$ cat src/hw/rtl/over_temperature_trip_latch_macros.svh
// ----------------------------------------------------------------------------
// Over-temperature trip latch assertion macros
// Shared concurrent assertion forms, clocked on clk and disabled in reset.
// ----------------------------------------------------------------------------
`ifndef OVER_TEMPERATURE_TRIP_LATCH_MACROS_SVH
`define OVER_TEMPERATURE_TRIP_LATCH_MACROS_SVH

// The consequent must hold in the same cycle as the antecedent.
`define OTL_ASSERT_SAME(label, ante, cons) \
    label: assert property (@(posedge clk) disable iff (!rst_n) (ante) |-> (cons)) \
        else $error("over_temperature_trip_latch: assertion failed");

// The consequent must hold in the cycle after the antecedent.
`define OTL_ASSERT_NEXT(label, ante, cons) \
    label: assert property (@(posedge clk) disable iff (!rst_n) (ante) |=> (cons)) \
        else $error("over_temperature_trip_latch: assertion failed");

`endif

$ cat src/hw/rtl/otl_pkg.sv
// ----------------------------------------------------------------------------
// Over-temperature trip latch package
// Types and constants shared by the trip latch modules.
// ----------------------------------------------------------------------------
package otl_pkg;

    localparam int CARRIED = 4;
    localparam int TEMP_W  = 16;

    localparam logic [15:0] TRIP_RESET  = 16'd1000;
    localparam logic [15:0] REARM_RESET = 16'd900;

    typedef enum logic [2:0] {
        ACT_RESET       = 3'd0,
        ACT_LOCK        = 3'd1,
        ACT_UNLOCK      = 3'd2,
        ACT_DRIVE_FAULT = 3'd3,
        ACT_SAVE_FAULT  = 3'd4,
        ACT_SAVE_OK     = 3'd5,
        ACT_EVALUATE    = 3'd6,
        ACT_ACK         = 3'd7
    } otl_action_t;

    typedef enum logic [2:0] {
        CAUSE_NONE   = 3'd0,
        CAUSE_CONFIG = 3'd1,
        CAUSE_DRIVE  = 3'd2,
        CAUSE_SAVE   = 3'd3,
        CAUSE_SENSOR = 3'd4,
        CAUSE_TEMP   = 3'd5
    } otl_cause_t;

    typedef enum logic {
        REG_TRIP  = 1'b0,
        REG_REARM = 1'b1
    } otl_reg_t;

    typedef struct packed {
        otl_action_t                        action;
        logic [2:0]                         channel_count;
        logic [CARRIED-1:0]                 sample_valid_mask;
        logic [CARRIED-1:0][TEMP_W-1:0]     temperature;
        logic                               scan_done;
    } otl_item_t;

    typedef struct packed {
        logic       latched;
        logic       lock;
        logic       recovered;
        otl_cause_t cause;
        logic [1:0] channel;
    } otl_state_t;

    typedef struct packed {
        logic       ack_accepted;
        logic       output_allowed;
        logic       run_allowed;
        logic       save_retry_ok;
        logic       setpoint_missing;
        logic [1:0] trip_channel;
        otl_cause_t trip_cause;
        logic       trip_latched;
    } otl_result_t;

endpackage

$ cat src/hw/rtl/otl_regs.sv
// ----------------------------------------------------------------------------
// Over-temperature trip latch threshold registers
// APB register file holding the trip and rearm thresholds.
// ----------------------------------------------------------------------------
module otl_regs
    import otl_pkg::*;
(
    input  logic              clk,
    input  logic              rst_n,
    input  logic              psel,
    input  logic              penable,
    input  logic              pwrite,
    input  logic [2:0]        paddr,
    input  logic [31:0]       pwdata,
    output logic [31:0]       prdata,
    output logic              pready,
    output logic [TEMP_W-1:0] trip_threshold,
    output logic [TEMP_W-1:0] rearm_threshold
);

    logic [TEMP_W-1:0] trip_reg;
    logic [TEMP_W-1:0] rearm_reg;
    logic              wr_en;
    otl_reg_t          sel;

    assign pready = 1'b1;
    assign wr_en  = psel && penable && pwrite && pready;
    assign sel    = otl_reg_t'(paddr[2]);

    always_ff @(posedge clk or negedge rst_n)
    begin
        if (!rst_n)
        begin
            trip_reg  <= TRIP_RESET;
            rearm_reg <= REARM_RESET;
        end
        else if (wr_en)
        begin
            unique case (sel)
                REG_TRIP:  trip_reg  <= pwdata[TEMP_W-1:0];
                REG_REARM: rearm_reg <= pwdata[TEMP_W-1:0];
                default:   ;
            endcase
        end
    end

    always_comb
    begin
        unique case (sel)
            REG_TRIP:  prdata = {{(32-TEMP_W){1'b0}}, trip_reg};
            REG_REARM: prdata = {{(32-TEMP_W){1'b0}}, rearm_reg};
            default:   prdata = '0;
        endcase
    end

    assign trip_threshold  = trip_reg;
    assign rearm_threshold = rearm_reg;

endmodule

$ cat src/hw/rtl/otl_eval.sv
// ----------------------------------------------------------------------------
// Over-temperature trip latch evaluation
// Channel compares and next-state logic for one event.
// ----------------------------------------------------------------------------
module otl_eval
    import otl_pkg::*;
#(
    parameter int CHANNELS = 4
)
(
    input  otl_item_t         item,
    input  otl_state_t        state,
    input  logic [TEMP_W-1:0] trip_threshold,
    input  logic [TEMP_W-1:0] rearm_threshold,
    output otl_state_t        state_next,
    output otl_result_t       result
);

    localparam int LIMIT = (CHANNELS < CARRIED) ? CHANNELS : CARRIED;

    logic [2:0]         count_sat;
    logic [CARRIED-1:0] present;
    logic [CARRIED-1:0] offend;
    logic [CARRIED-1:0] not_cool;
    logic [1:0]         first_ch;
    logic               ack_ok;
    logic               temps_cool;

    always_comb
    begin
        count_sat = (item.channel_count > 3'(LIMIT)) ? 3'(LIMIT) : item.channel_count;
        for (int ch = 0; ch < CARRIED; ch++)
        begin
            present[ch]  = 3'(ch) < count_sat;
            offend[ch]   = present[ch] && (!item.sample_valid_mask[ch] ||
                           ($signed(item.temperature[ch]) >= $signed(trip_threshold)));
            not_cool[ch] = present[ch] && (!item.sample_valid_mask[ch] ||
                           ($signed(item.temperature[ch]) > $signed(rearm_threshold)));
        end
        first_ch = '0;
        for (int ch = CARRIED - 1; ch >= 0; ch--)
        begin
            if (offend[ch])
            begin
                first_ch = 2'(ch);
            end
        end
        temps_cool = ~|not_cool;
    end

    always_comb
    begin
        state_next = state;
        ack_ok     = 1'b0;
        unique case (item.action)
            ACT_RESET:
            begin
                state_next = '0;
            end
            ACT_LOCK:
            begin
                state_next.lock    = 1'b1;
                state_next.latched = 1'b1;
                state_next.cause   = CAUSE_CONFIG;
                state_next.channel = '0;
            end
            ACT_UNLOCK:
            begin
                state_next.lock = 1'b0;
            end
            ACT_DRIVE_FAULT:
            begin
                state_next.latched = 1'b1;
                state_next.cause   = CAUSE_DRIVE;
            end
            ACT_SAVE_FAULT:
            begin
                if (!(state.latched && state.cause != CAUSE_SAVE))
                begin
                    state_next.latched   = 1'b1;
                    state_next.cause     = CAUSE_SAVE;
                    state_next.channel   = '0;
                    state_next.recovered = 1'b0;
                end
            end
            ACT_SAVE_OK:
            begin
                if (state.cause == CAUSE_SAVE)
                begin
                    state_next.recovered = 1'b1;
                end
            end
            ACT_EVALUATE:
            begin
                if (!state.latched)
                begin
                    if (count_sat == 3'd0)
                    begin
                        state_next.latched = 1'b1;
                        state_next.cause   = CAUSE_SENSOR;
                        state_next.channel = '0;
                    end
                    else if (|offend)
                    begin
                        state_next.latched = 1'b1;
                        state_next.cause   = item.sample_valid_mask[first_ch] ?
                                             CAUSE_TEMP : CAUSE_SENSOR;
                        state_next.channel = first_ch;
                    end
                end
            end
            ACT_ACK:
            begin
                if (count_sat != 3'd0 && !state.lock && state.cause != CAUSE_DRIVE)
                begin
                    ack_ok = (state.cause == CAUSE_SAVE) ? state.recovered : temps_cool;
                end
                if (ack_ok)
                begin
                    state_next = '0;
                end
            end
            default:
            begin
                state_next = state;
            end
        endcase
    end

    always_comb
    begin
        result.trip_latched     = state_next.latched;
        result.trip_cause       = state_next.cause;
        result.trip_channel     = state_next.channel;
        result.setpoint_missing = state_next.lock;
        result.save_retry_ok    = state_next.recovered;
        result.run_allowed      = !state_next.latched;
        result.output_allowed   = item.scan_done && !state_next.latched;
        result.ack_accepted     = ack_ok;
    end

endmodule

$ cat src/hw/rtl/over_temperature_trip_latch.sv
// ----------------------------------------------------------------------------
// Over-temperature trip latch
// Latched protection interlock for up to four temperature channels.
// ----------------------------------------------------------------------------
// Every request carries one action and returns exactly one status result.
// A request is taken into an input register, evaluated against the latch
// state and the thresholds, and its status lands in a result register;
// one request is taken in every cycle while m_tready does not stall the
// result. The latch state is updated in the same cycle as the result
// register. Thresholds are to be written over the APB port while no
// request is in flight; the block itself does not enforce this.
module over_temperature_trip_latch
    import otl_pkg::*;
#(
    parameter int CHANNELS = 4
)
(
    input  logic        clk,
    input  logic        rst_n,
    input  logic        s_tvalid,
    output logic        s_tready,
    // channel_count[2:0], sample_valid_mask[6:3], temperature_0[22:7],
    // temperature_1[38:23], temperature_2[54:39], temperature_3[70:55],
    // scan_done[71]
    input  logic [71:0] s_tdata,
    // action[2:0]
    input  logic [2:0]  s_tuser,
    output logic        m_tvalid,
    input  logic        m_tready,
    // trip_latched[0], trip_cause[3:1], trip_channel[5:4], setpoint_missing[6],
    // save_retry_ok[7], run_allowed[8], output_allowed[9], ack_accepted[10],
    // zero[15:11]
    output logic [15:0] m_tdata,
    input  logic        psel,
    input  logic        penable,
    input  logic        pwrite,
    input  logic [2:0]  paddr,
    input  logic [31:0] pwdata,
    output logic [31:0] prdata,
    output logic        pready
);

`include "over_temperature_trip_latch_macros.svh"

    logic [TEMP_W-1:0] trip_threshold;
    logic [TEMP_W-1:0] rearm_threshold;

    logic        in_valid_reg;
    otl_item_t   item_reg;
    logic        out_valid_reg;
    otl_result_t result_reg;
    otl_state_t  state_reg;
    otl_state_t  state_next;
    otl_result_t result_next;
    otl_item_t   item_in;
    logic        advance;

    otl_regs u_regs (
        .clk             (clk),
        .rst_n           (rst_n),
        .psel            (psel),
        .penable         (penable),
        .pwrite          (pwrite),
        .paddr           (paddr),
        .pwdata          (pwdata),
        .prdata          (prdata),
        .pready          (pready),
        .trip_threshold  (trip_threshold),
        .rearm_threshold (rearm_threshold)
    );

    otl_eval #(
        .CHANNELS (CHANNELS)
    ) u_eval (
        .item            (item_reg),
        .state           (state_reg),
        .trip_threshold  (trip_threshold),
        .rearm_threshold (rearm_threshold),
        .state_next      (state_next),
        .result          (result_next)
    );

    always_comb
    begin
        item_in.action            = otl_action_t'(s_tuser);
        item_in.channel_count     = s_tdata[2:0];
        item_in.sample_valid_mask = s_tdata[6:3];
        item_in.temperature[0]    = s_tdata[22:7];
        item_in.temperature[1]    = s_tdata[38:23];
        item_in.temperature[2]    = s_tdata[54:39];
        item_in.temperature[3]    = s_tdata[70:55];
        item_in.scan_done         = s_tdata[71];
    end

    assign advance  = in_valid_reg && (!out_valid_reg || m_tready);
    assign s_tready = !in_valid_reg || advance;
    assign m_tvalid = out_valid_reg;
    assign m_tdata  = {5'b0, result_reg};

    always_ff @(posedge clk or negedge rst_n)
    begin
        if (!rst_n)
        begin
            in_valid_reg  <= 1'b0;
            out_valid_reg <= 1'b0;
            state_reg     <= '0;
        end
        else
        begin
            if (s_tready)
            begin
                in_valid_reg <= s_tvalid;
            end
            if (advance)
            begin
                out_valid_reg <= 1'b1;
                state_reg     <= state_next;
            end
            else if (m_tready)
            begin
                out_valid_reg <= 1'b0;
            end
        end
    end

    always_ff @(posedge clk)
    begin
        if (s_tvalid && s_tready)
        begin
            item_reg <= item_in;
        end
        if (advance)
        begin
            result_reg <= result_next;
        end
    end

    `OTL_ASSERT_SAME(a_cause_matches_latch, 1'b1,
        state_reg.latched == (state_reg.cause != CAUSE_NONE))
    `OTL_ASSERT_SAME(a_ack_clears_all, out_valid_reg && result_reg.ack_accepted,
        !result_reg.trip_latched && result_reg.trip_cause == CAUSE_NONE)
    `OTL_ASSERT_SAME(a_run_is_not_latched, out_valid_reg,
        result_reg.run_allowed != result_reg.trip_latched)
    `OTL_ASSERT_NEXT(a_advance_gives_result, advance, out_valid_reg)

endmodule
$ cat config.mk
export PLATFORM = sky130hd
export DESIGN_NAME = over_temperature_trip_latch
export DESIGN_NICKNAME = d
export VERILOG_FILES = /design/src/hw/rtl/otl_pkg.sv /design/src/hw/rtl/otl_regs.sv /design/src/hw/rtl/otl_eval.sv /design/src/hw/rtl/over_temperature_trip_latch.sv
export VERILOG_INCLUDE_DIRS = /design/src /design/src/hw/rtl
export SDC_FILE = /design/constraint.sdc
export NUM_CORES = 1
export LEC_CHECK = 0
export ABC_AREA = 1
export BUFFER_PORTS_ARGS = -buffer_cell sky130_fd_sc_hd__buf_2
export CAP_MARGIN = 10
export CORE_ASPECT_RATIO = 2
export CORE_MARGIN = 5
export CORE_UTILIZATION = 40
export CTS_CLUSTER_DIAMETER = 150
export DETAILED_ROUTE_END_ITERATION = 7
export PLACE_DENSITY_LB_ADDON = 0.3
export SYNTH_ARGS = -nofsm -noshare
export SYNTH_HDL_FRONTEND = slang
export SYNTH_SLANG_ARGS = --single-unit
$ cat constraint.sdc
create_clock -name clk -period 6.25 [get_ports clk]
set_input_delay 1.25 -clock clk [delete_from_list [all_inputs] [get_ports clk]]
set_output_delay 1.25 -clock clk [all_outputs]
set_load 0.1 [all_outputs]
==> results.json, run 1 <==
{
  "drv_slew": 0,
  "slowest_delay_ps": 500,
  "wl_per_cell_um": 16.0,
  "grt_pass1_wl_mm": 33.1,
  "syn-cell-area_sq_mm": 0.00826,
  "ys_seq_area_frac": 0.442,
  "final_util": 0.477,
  "first_iter_violations": 217,
  "fin_crit_sh": 0.593,
  "clkTransAtPathRegs_ps": 60,
  "first_pass_iters": 5,
  "num_rows": 74,
  "multi_input_area_sq_mm": 0.00403,
  "post_dp_cell_area_sq_mm": 0.00911,
  "crit_fanout": 33,
  "crit_type": "primary input to primary output",
  "track_usage": 0.185,
  "worst_pin_slew_ps": 1080,
  "post_cts_resized": 0,
  "clock-sinks": 128,
  "ys_top_cells_by_count": "243 x nand2_1, 128 x ha_1, 113 x inv_1, 86 x edfxtp_1, 63 x o21ai_0",
  "ctsHoldBuffers": 0,
  "die_w_um": 112,
  "top_level_ports": 168,
  "n_fill_cell": 2043,
  "drive_above_1_share": 0.176,
  "area_delta_synth_final_pct": 17.6,
  "cts_setup_buffers": 0,
  "globalplace.congestion": 0.909,
  "vias": 6554,
  "core_sq_mm": 0.0204,
  "antennaDiodeCount": 0,
  "clock-root-buffer": "clkbuf_16",
  "dp_hpwl_mm": 17.2,
  "critPathTopFamily": "buffers and inverters",
  "htree_levels": 4,
  "synth_edf_count": 86,
  "cts_tree": "done",
  "cp.arrival_ps": 2460,
  "totalWireLength_mm": 21.5,
  "hold_class": "flip-flop to flip-flop",
  "dieArea_sq_mm": 0.0238,
  "worstPathRequired_ps": 5000,
  "skew_ps": 9.31,
  "start_util": 0.405,
  "crit_path_top_delay_cell": "buf_2",
  "synth.most_common_cell": "nand2_1",
  "whs_ps": 485,
  "fmax_mhz": 270,
  "die-height_um": 213,
  "crit_chain": "buf_2 > nand2_1 > o21ai_0 > buf_2",
  "peakVddDrop_v": 0.000243,
  "ys_ff_latch": 128,
  "grt_max_degree": 50,
  "endpoint_kind": "primary output",
  "synthTopCellsByArea": "edfxtp_1 31%, ha_1 19%, nand2_1 11%, dfrtp_1 9.7%, inv_1 5.1%",
  "viasPerCell": 4.88,
  "nNetsFinal": 1308,
  "synth_top_area_frac": 0.313,
  "rsz0062_at_grt": "false",
  "leakage_nw": 4.79,
  "grt-ovfl-total": 0,
  "port-buffer-count": 127,
  "layout_min_cycle_time_ps": 3710,
  "status": "finished, final reports clean",
  "grt_pass1_vias": 6498,
  "maxCapViolCount": 0,
  "setup_violations": 0,
  "syn_inst": 928,
  "detail-route-antenna-nets": 0,
  "yosys_warnings": 0,
  "path_buf_inv": 2,
  "seqCellArea_sq_mm": 0.00365,
  "synth_largest_area_cell": "edfxtp_1",
  "antenna_found_initial": 0,
  "synth.distinct_cells": 40,
  "clock_latency_ps": 430,
  "cp_common_cell": "buf_2",
  "power_density_mw_per_mm2": 335,
  "largest_register_ffs": 75,
  "hold_violations": 0,
  "ys_async_sr_fraction": 0.328,
  "start_kind": "primary input",
  "setup-tns-final_ps": 0,
  "synth.avg_cell_area_sq_um": 8.90,
  "synth_top_flop_cell": "edfxtp_1",
  "drc": 0,
  "clockBufferDepth": 2,
  "relSlewSlack": 0.280,
  "finalPower_mw": 3.26,
  "numCtsBuffers": 17,
  "postLayoutCellArea_sq_mm": 0.00971
}
==> tightest hold or removal path, cell delays in order (launching register included) <==
cell	delay (ps)
dfrtp_1	340
nand2_1	50
o21ai_0	60
==> cell families (layout without fill, tap and decap cells) <==
logic type	after synthesis	count (layout)	share of synthesized area
compound gates	149	149	0.0967
simple gates	368	368	0.187
buf+inv	153	281	0.0795
fa+ha+maj	128	128	0.194
flops	128	128	0.442
other cells	2	22	0.000909
==> placed cells by master, fill, tap and decap left out, types with 2 or more instances in the layout <==
| cell type | instances |
|---|---|
| nand2_1 | 243 |
| ha_1 | 128 |
| buf_2 | 127 |
| inv_1 | 112 |
| edfxtp_1 | 86 |
| o21ai_0 | 63 |
| a21oi_1 | 57 |
| nor2_1 | 57 |
| nand3_1 | 38 |
| dfrtp_1 | 32 |
| conb_1 | 22 |
| clkbuf_16 | 21 |
| dfstp_2 | 10 |
| o21a_1 | 7 |
| o21ai_1 | 7 |
| nand2_2 | 6 |
| nor3_1 | 6 |
| clkinv_1 | 6 |
| o21bai_1 | 5 |
| nand4_1 | 5 |
| clkinv_2 | 4 |
| nand3b_1 | 3 |
| a31oi_1 | 3 |
| inv_2 | 3 |
| a21o_1 | 2 |
| clkinv_4 | 2 |
| inv_4 | 2 |
==> routing by layer <==
layer	GRT usage	routed length, um
met1	0.183	7910
met2	0.354	11700
met3	0.0391	932
met4	0.101	1010
met5	0	0
==> power by group <==
part / switching (mW) / internal, mW
Sequential: 0.0811 / 1.04
Combinational: 0.826 / 0.318
Clock: 0.381 / 0.612
==> stage by stage <==
| stage | cells | worst slack [ps] |
|---|---|---|
| after floorplan | 948 | 1440 |
| after global placement | 1310 | 2520 |
| after detailed placement | 1310 | 2530 |
| after CTS | 1342 | 2520 |
| after global routing | 1342 | 2440 |
| final | 1342 | 2540 |
==> worst paths after layout <==
path                                      startpoint                   endpoint  slack [ps]  cells after the start
max reg2reg                 u_regs.trip_threshold[5]                 m_tdata[0]        3140                     18
min in group asynchronous                      rst_n  u_regs.trip_threshold[12]        1020                      1
min                        u_regs.trip_threshold[10]  u_regs.trip_threshold[10]         480                      2
max in group asynchronous                      rst_n                   m_tvalid        4560                      1
min reg2reg                u_regs.trip_threshold[10]  u_regs.trip_threshold[10]         480                      2
max                                         paddr[2]                  prdata[3]        2540                      4
==> cell type report <==
class                   instances  share of cell area
clock buffers                  22              0.0555
clock inverters                10             0.00683
inverters                     121              0.0468
multi-input cells             667               0.415
flip-flops and latches        128               0.375
well taps                     266              0.0343
repair buffers                128              0.0662
Power figures use the tool's default switching activity.
==> run 2, diff against run 1 <==
--- a/config.mk
+++ b/config.mk
@@ -6,7 +6,7 @@
 export SDC_FILE = /design/constraint.sdc
 export NUM_CORES = 1
 export LEC_CHECK = 0
-export ABC_AREA = 1
+export ABC_AREA = 0
 export BUFFER_PORTS_ARGS = -buffer_cell sky130_fd_sc_hd__buf_2
 export CAP_MARGIN = 10
 export CORE_ASPECT_RATIO = 2
==> constraint.sdc (replaced) <==
create_clock -name clk -period 3.9 [get_ports clk]
set_input_delay 0.78 -clock clk [delete_from_list [all_inputs] [get_ports clk]]
set_output_delay 0.78 -clock clk [all_outputs]
set_load 0.1 [all_outputs]
==> run 2 against run 1 <==
  * Flip-flop and latch count stayed put
  * Critical path depth is 7 higher
  * Combinational power is 56% higher
  * Sequential share of layout area is 0.77 points higher
  * Global-route usage is 0.13 points higher
  * Worst hold slack better by 20 ps
  * Clock skew hardly changed
  * Die area is 1.7% lower
  * Synthesized area is 1.8% lower
  * Sequential power is 60% higher
  * Wire length is 2.0% higher
  * Final cell count is 15% lower
  * Highest routed layer unchanged
==> results.json, run 2 <==
{
  "finalWorstSetupSlack_ps": 346,
  "ys_seq_area_frac": 0.450,
  "hold_violations": 0,
  "crit_type": "flip-flop to flip-flop",
  "ys_ff_latch": 128,
  "drv_slew": 0,
  "crit_fanout": 5,
  "crit_chain": "inv_1 > ha_1 > nand4_1 > or4_1 > nor2_1 > and4bb_1 > a221oi_4 > a211oi_1 > o311ai_2 > a31oi_1 > o2bb2ai_1",
  "crit_end": "m_tdata[1]",
  "peakVddDrop_v": 0.000333,
  "antenna_found_initial": 0,
  "worst_pin_slew_ps": 1040,
  "dieArea_sq_mm": 0.0234,
  "critPathLaunch": "u_regs.trip_threshold[7]",
  "largest_register_ffs": 75,
  "dp_hpwl_mm": 17.7,
  "relSlewSlack": 0.305,
  "layout_min_cycle_time_ps": 3550,
  "ys_async_sr_fraction": 0.328,
  "syn-cell-area_sq_mm": 0.00811,
  "core_sq_mm": 0.0199,
  "area_delta_synth_final_pct": 17.3,
  "post_dp_cell_area_sq_mm": 0.00898,
  "synthTopCellsByArea": "edfxtp_1 32%, ha_1 20%, dfrtp_1 9.9%, mux2_2 5.1%, dfstp_2 3.2%",
  "grt_max_degree": 76,
  "numCtsBuffers": 17,
  "endpoint_kind": "flip-flop",
  "globalplace.congestion": 0.916,
  "skew_ps": 9.48,
  "synth.avg_cell_area_sq_um": 11.2,
  "crit_path_top_delay_cell": "or4_1",
  "first_iter_violations": 246,
  "drc": 0,
  "synth_edf_count": 86,
  "antennaDiodeCount": 0,
  "cp.arrival_ps": 3810,
  "synth_largest_area_cell": "edfxtp_1",
  "wl_per_cell_um": 19.3,
  "htree_levels": 4,
  "post_cts_resized": 0,
  "detail-route-antenna-nets": 0,
  "clock_latency_ps": 420,
  "totalWireLength_mm": 22.0,
  "setup_violations": 0,
  "nNetsFinal": 1106,
  "top_level_ports": 168,
  "fmax_mhz": 281,
  "fin_crit_sh": 0.911,
  "maxCapViolCount": 0,
  "syn_inst": 723,
  "synth_top_flop_cell": "edfxtp_1",
  "cts_setup_buffers": 0,
  "hold_class": "flip-flop to flip-flop",
  "grt_pass1_vias": 6266,
  "die_w_um": 111,
  "port-buffer-count": 127,
  "status": "finished, final reports clean",
  "clkTransAtPathRegs_ps": 60,
  "num_rows": 73,
  "reg2regPathDepth": 11,
  "slowest_delay_ps": 530,
  "power_density_mw_per_mm2": 525,
  "ys_top_cells_by_count": "128 x ha_1, 86 x edfxtp_1, 55 x nand2_1, 48 x a21oi_1, 47 x inv_1",
  "worstPathRequired_ps": 4160,
  "worst_r2r_endpoint": "m_tdata[1]",
  "clock-root-buffer": "clkbuf_16",
  "yosys_warnings": 0,
  "postLayoutCellArea_sq_mm": 0.00952,
  "synth_top_area_frac": 0.318,
  "synth.distinct_cells": 66,
  "r2r-start": "u_regs.trip_threshold[7]",
  "n_fill_cell": 1890,
  "clock-sinks": 128,
  "cts_tree": "done",
  "clockBufferDepth": 2,
  "grt_pass1_wl_mm": 33.1,
  "start_kind": "flip-flop",
  "pre_cts_slack_ps": 386,
  "regToRegSetupSlack_ps": 350,
  "finalPower_mw": 4.99,
  "die-height_um": 211,
  "synth.most_common_cell": "ha_1",
  "final_common_cell": "ha_1",
  "first_pass_iters": 5,
  "ctsHoldBuffers": 0,
  "vias": 6082,
  "viasPerCell": 5.35,
  "final_cell_mix": "128 x ha_1, 127 x buf_2, 86 x edfxtp_1",
  "rsz0062_at_grt": "false",
  "start_util": 0.407,
  "drive_above_1_share": 0.257,
  "track_usage": 0.186,
  "leakage_nw": 4.18,
  "grt-ovfl-total": 0
}
run 2: layout make-up:
class / count / area, sq um / share of cell area
Timing Repair Buffer: 132 / 673 / 0.0707
Clock inverter: 13 / 92.6 / 0.00973
Tap cell: 262 / 328 / 0.0345
Multi-Input combinational cell: 534 / 4150 / 0.436
Clock buffer: 19 / 443 / 0.0465
Sequential cell: 128 / 3650 / 0.383
Inverter: 48 / 180 / 0.0189
run 2: kinds of logic (layout without fill, tap and decap cells):
kind of cell	after synthesis	after routing	share of synthesized area
multiplexers	39	39	0.0554
other	2	22	0.000926
buffers and inverters	81	212	0.0480
flip-flops	128	128	0.450
AO/OA/AOI/OAI	166	166	0.136
adder cells (fa/ha/maj)	128	128	0.197
AND/OR/NAND/NOR	179	179	0.112
run 2: where the power goes:
part	total [mW]	internal (mW)	switching [mW]	leakage [nW]
logic	1.78	0.556	1.22	2.61
registers	1.79	1.65	0.136	1.32
clock network	1.43	0.826	0.602	0.251
total	4.99	3.03	1.96	4.18
run 2: worst max-delay path: cells and delay by family (launching register included):
kind            cells  cell delay (ps)
simple gates        4             1210
fa+ha+maj           1              360
flops               1              520
compound gates      5             1200
buf+inv             1              110
run 2: worst min-delay path by stage:
stage | start | to | slack [ps] | cells past startpoint
6_report | u_regs.trip_threshold[15] | u_regs.trip_threshold[15] | 500 | 1
2_1_floorplan | in_valid_reg | m_tvalid | 460 | 1
5_1_grt | s_tdata[35] | item_reg[29] | 510 | 1
4_1_cts | u_regs.trip_threshold[10] | u_regs.trip_threshold[10] | 510 | 1
3_3_place_gp | in_valid_reg | m_tvalid | 480 | 1
3_5_place_dp | u_regs.trip_threshold[10] | u_regs.trip_threshold[10] | 490 | 1
run 2: layer usage:
layer	up-vias	global-route usage	routed length, um
li1	2974	-	-
met1	2857	0.171	7550
met2	182	0.362	12200
met3	69	0.0277	718
met4	0	0.137	1530
met5	-	0	0
run 2: metrics by stage:
stage | utilization | hold WS [ps] | setup TNS (ps) | instances
after floorplan | - | 457 | -1050 | 743
after global placement | 0.451 | 477 | 0 | 1104
after detailed placement | 0.451 | 493 | 0 | 1104
after CTS | 0.478 | 506 | 0 | 1136
after global routing | 0.478 | 514 | 0 | 1136
final | 0.478 | 505 | 0 | 1136
